`src/design/msf_pkg.sv`:
```
// Shared types and constants for the message slot FIFO.
// No dependencies; imported by msf_ctrl, msf_datapath and message_slot_fifo.
`default_nettype none

package msf_pkg;

    localparam int SLOT_BYTES  = 64;
    localparam int SLOT_COUNT  = 16;
    localparam int MAX_RESULTS = 64;
    localparam int LIMIT_CAP   = (SLOT_BYTES < MAX_RESULTS) ? SLOT_BYTES : MAX_RESULTS;

    localparam int LEN_W       = 7;
    localparam int SLOTS_W     = 5;
    localparam int SLOT_AW     = $clog2(SLOT_COUNT);
    localparam int BYTE_AW     = $clog2(SLOT_BYTES);
    localparam int STORE_DEPTH = SLOT_COUNT * SLOT_BYTES;
    localparam int STORE_AW    = SLOT_AW + BYTE_AW;

    localparam int CFG_IDX_W   = 4;
    localparam int CFG_DATA_W  = 7;

    localparam logic [CFG_IDX_W-1:0] REG_BYTES_LIMIT = CFG_IDX_W'(0);
    localparam logic [CFG_IDX_W-1:0] REG_SLOTS       = CFG_IDX_W'(1);

    localparam logic MODE_PUSH = 1'b0;
    localparam logic MODE_POP  = 1'b1;

    typedef enum logic [2:0] {
        ST_BYTE     = 3'd0,
        ST_ACCEPTED = 3'd1,
        ST_FULL     = 3'd2,
        ST_TOO_LONG = 3'd3,
        ST_EMPTY    = 3'd4
    } status_t;

    typedef struct packed {
        logic       mode;
        logic [7:0] data_byte;
        logic       end_of_message;
    } in_t;

    typedef struct packed {
        logic [7:0]       out_byte;
        logic             out_last;
        status_t          status;
        logic [LEN_W-1:0] message_length;
        logic             overflow_seen;
    } out_t;

    // controller -> datapath
    typedef struct packed {
        logic push;
        logic pop_empty;
        logic pop_start;
        logic len_load;
        logic byte_emit;
        logic pop_finish;
    } ctrl_cmd_t;

    // datapath -> controller
    typedef struct packed {
        logic ring_empty;
        logic last_byte;
    } dp_status_t;

endpackage

`default_nettype wire

```
`src/design/msf_ctrl.sv`:
```
// Sequencer for the message slot FIFO: accepts items, steps pops byte by byte.
// Depends on msf_pkg.
`default_nettype none

module msf_ctrl (
    input  logic                clk,
    input  logic                rst_n,
    input  logic                start,
    input  logic                mode,
    input  msf_pkg::dp_status_t stat,
    output msf_pkg::ctrl_cmd_t  cmd,
    output logic                busy
);

    import msf_pkg::*;

    typedef enum logic [1:0] {
        S_IDLE,
        S_LEN,
        S_BYTES
    } state_t;

    state_t state_reg;
    state_t state_next;

    always_comb
    begin
        cmd        = '0;
        state_next = state_reg;
        unique case (state_reg)
            S_IDLE:
            begin
                if (start)
                begin
                    if (mode == MODE_PUSH)
                    begin
                        cmd.push = 1'b1;
                    end
                    else if (stat.ring_empty)
                    begin
                        cmd.pop_empty = 1'b1;
                    end
                    else
                    begin
                        cmd.pop_start = 1'b1;
                        state_next    = S_LEN;
                    end
                end
            end
            S_LEN:
            begin
                cmd.len_load = 1'b1;
                state_next   = S_BYTES;
            end
            S_BYTES:
            begin
                cmd.byte_emit = 1'b1;
                if (stat.last_byte)
                begin
                    cmd.pop_finish = 1'b1;
                    state_next     = S_IDLE;
                end
            end
            default:
            begin
                state_next = S_IDLE;
            end
        endcase
    end

    always_ff @(posedge clk or negedge rst_n)
    begin
        if (!rst_n)
        begin
            state_reg <= S_IDLE;
        end
        else
        begin
            state_reg <= state_next;
        end
    end

    assign busy = (state_reg != S_IDLE);

endmodule

`default_nettype wire

```
`config.mk`:
```
export PLATFORM = sky130hd
export DESIGN_NAME = msf_ctrl
export DESIGN_NICKNAME = d
export VERILOG_FILES = /design/src/design/msf_pkg.sv /design/src/design/msf_ctrl.sv
export SDC_FILE = /design/constraint.sdc
export NUM_CORES = 1
export LEC_CHECK = 0
export ABC_AREA = 1
export ABC_CLOCK_PERIOD_IN_PS = 2650
export BUFFER_PORTS_ARGS = -buffer_cell sky130_fd_sc_hd__clkbuf_2
export CORE_AREA = 2 2 39 41
export CTS_BUF_LIST = sky130_fd_sc_hd__clkbuf_4 sky130_fd_sc_hd__clkbuf_8
export CTS_CLUSTER_SIZE = 28
export DETAILED_ROUTE_END_ITERATION = 12
export DIE_AREA = 0 0 41 43
export PLACE_DENSITY = 0.3
export SLEW_MARGIN = 10
export SYNTH_ARGS = -nofsm -noshare
export SYNTH_HDL_FRONTEND = slang
export SYNTH_SLANG_ARGS = --single-unit
```
`constraint.sdc`:
```
create_clock -name clk -period 2.65 [get_ports clk]
set_clock_uncertainty 0.2 [all_clocks]
set_input_delay 0.795 -clock clk [delete_from_list [all_inputs] [get_ports clk]]
set_output_delay 0.795 -clock clk [all_outputs]
set_load 0.005 [all_outputs]
```
# After elaboration in Yosys (flattened, before gate mapping)
# Index checks and enable logic that the tools add are counted.
[word_totals]
wordCells = 24
regBits = 2
out_inout_bits = 7
[op_classes]
n_reduce_logical = 3
eq_ne = 6
muxes = 14
[ops]
columns = ["cell", "n"]
rows = [
  ["2-bit 2-to-1 mux", 6],
  ["2-bit inequality test (second input constant)", 4],
  ["3-bit 2-to-1 mux", 2],
  ["2-bit case mux with 3 select lines", 1],
  ["1-bit 2-to-1 mux", 5],
  ["4-bit AND reduction", 1],
  ["2-bit by 1-bit equality test with 1-bit output (second input constant)", 1],
  ["2-bit equality test (second input constant)", 1],
  ["2-bit zero test", 1],
  ["2-bit nonzero test", 1],
]

# Longest topological paths before layout
[logic_depth]
word_depth = 4
depth_mapped = 4
depth_no_buf = 3

# Worst setup path before layout
# OpenSTA, ideal clock, no wires.
[synth_path]
path_type = "input port to output port"
start = "in stat[1] (netlist bit)"
end = "out cmd[3] (netlist bit)"
arrival_ns = 1.005
cell_stages = 3
setup_slack_ns = 0.650
path_cell_list = "inv_1 > nand3_1 > nor2_1"
[synth_rtl]
columns = ["item", "line_no", "text"]
rows = [
  ["start: declaration", "msf_ctrl.sv:10", "input msf_pkg::dp_status_t stat,"],
  ["end: declaration", "msf_ctrl.sv:11", "output msf_pkg::ctrl_cmd_t cmd,"],
]

==> impl_metrics.yaml <==
outcome:
  status: "complete, no violations"
route:
  vias: 174
  drc: 0
  drtIter0Drc: 2
  ant_nets: 0
  post_drt_via_cell_ratio: 3.28
  wl_per_cell_um: 6.72
  finalWirelength_um: 356
  drt_first_pass_iters: 2
clock_tree:
  path_clk_slew_ns: 0.03
  cts_sinks: 2
  cts_tree: "built"
  clock_path_buffers: 2
  clock-root-buffer: "clkbuf_4"
  clk_latency_ns: 0.22
  cts_max_level: 1
  cts_hold_buf: 0
  cts_setup_buffers: 0
  cts_buffers: 3
  cts_resized: 0
layout:
  multi_input_area_um2: 60.1
  ff_latch_area_um2: 50.0
  syn2layout_area_growth_pct: 66.1
  finish.net_count: 45
  final_cells: 53
  drive_gt1_frac: 0.486
  largest_reg_flops: 2
  nFillCells: 160
  diodes: 0
yosys:
  netlist_area_um2: 144
  synth_top_area_share: 0.348
  synth.largest_area_cell: "dfrtp_1"
  ys.warnings.count: 0
  synth_seq_cells: 2
  synth_area_leaders: "dfrtp_1 (35%), inv_1 (13%), nor2_1 (13%)"
  seq_area_frac_synth: 0.348
  synthesis.instances: 23
  synth_fp_nets: 29
  avgSynthCellArea_um2: 6.26
  synthDistinctLibCells: 8
sta:
  setup_tns_ns: 0
  finalHoldViolCount: 0
  fin_ws_ns: 0.451
  setup_viol: 0
  max_slew_margin: 0.924
  worstMarginPinSlew_ns: 0.114
  rsz0062_at_grt: "no"
  drv_slew: 0
  finalCriticalPeriod_ns: 2.20
  fmax_mhz: 455
  period_share: 0.830
global_route:
  grt_pass1_vias: 151
  track_usage: 0.0542
  grt_max_degree: 6
  grt_pass1_wl_um: 558
  antenna_found_initial: 0
  grt_overflow_total: 0
setup_path:
  cp-end-kind: "output pin"
  start_kind: "input port"
  arrival_ns: 1.20
  cp_max_fo: 2
  crit_type: "input port to output pin"
  cp.required_ns: 1.66
floorplanning:
  dieHeight_um: 43
  io_pins: 13
  core_area_um2: 1380
  initial_core_util: 0.104
  dieArea_um2: 1760
  rows: 14
  die_w_um: 41
placed_design:
  dp_slack_ns: 0.451
  place_hpwl_um: 297
  place_congestion: 0.551
  portBuffers: 12
  dp_cells: 50
power:
  internal-power_mw: 0.0942
  p_comb_frac: 0.200
  netSwitchingFraction: 0.255
  seqPwrFrac: 0.272
  power_mw: 0.126
  powerDensity_nw_per_um2: 529
  pwr-share-clk: 0.527
  leakagePower_nw: 0.165
  peakVddDrop_v: 0.0000969
  p_sw_mw: 0.0322
min_path:
  hp-class: "input port to asynchronous set/reset pin"
job:
  maxCapViolCount: 0
## kinds of logic (layout without fill, tap and decap cells)
logic type,after synthesis,after routing,synth area share
flops,2,2,0.348
buf+inv,8,22,0.235
simple gates,13,13,0.417
## cell type report
type / instances / share of cell area
Clock buffer: 3 / 0.0942
Inverter: 7 / 0.110
Multi-Input combinational cell: 13 / 0.251
Sequential cell: 2 / 0.209
Tap cell: 16 / 0.0838
Timing Repair Buffer: 12 / 0.251
## placed cells by master (no fill, tap or decap), drive strengths merged
cell / n
dfrtp: 2
inv: 7
nand2: 5
clkbuf: 15
nor2: 5
nand3: 3
## worst max-delay path: stages
cell and delay [ns]:
clkbuf_2 0.09, inv_1 0.04, nand3_1 0.07, nor2_1 0.09, clkbuf_2 0.12
## metrics by stage
stage	utilization	hold WS, ns	cell area [µm²]
after floorplan	-	0.288	144
after global placement	0.156	0.335	216
after detailed placement	0.156	0.334	216
after CTS	0.173	0.142	239
after global routing	0.173	0.143	239
final	0.173	0.151	239
## cells in the mapped netlist
cell type	number
inv_2	2
nand3_1	3
nand2_1	4
nor2_1	5
inv_1	5
dfrtp_1	2
buf_4	1
nand2_4	1
## power by group through the flow
| stage | Combinational (mW) | Clock (mW) | Sequential (mW) |
|---|---|---|---|
| after floorplan | 0.0138 | 0 | 0.0345 |
| after global placement | 0.0261 | 0 | 0.0349 |
| after detailed placement | 0.0258 | 0 | 0.0348 |
| after CTS | 0.0259 | 0.0709 | 0.0345 |
| after global routing | 0.0300 | 0.0737 | 0.0348 |
| final | 0.0253 | 0.0667 | 0.0344 |
## worst paths after layout
kind / from / endpoint / slack [ns] / depth (start not counted)
min reg2reg: state_reg[0]$_DFFE_PN0P_ / state_reg[1]$_DFFE_PN0P_ / 0.33 / 2
max: stat[1] / cmd[3] / 0.45 / 5
min in group clk: state_reg[0]$_DFFE_PN0P_ / state_reg[1]$_DFFE_PN0P_ / 0.33 / 2
max in group asynchronous: rst_n / state_reg[0]$_DFFE_PN0P_ / 2.00 / 1
min: rst_n / state_reg[1]$_DFFE_PN0P_ / 0.15 / 1
max reg2reg: state_reg[1]$_DFFE_PN0P_ / state_reg[0]$_DFFE_PN0P_ / 1.74 / 3
## layer usage
layer	global-route usage	wire [µm]	vias to the layer above
li1	-	-	92
met1	0.0545	165	69
met2	0.0594	128	13
met3	0.0628	62	0
met4	0.0400	0	0
met5	0	0	-
Power figures use the tool's default switching activity.
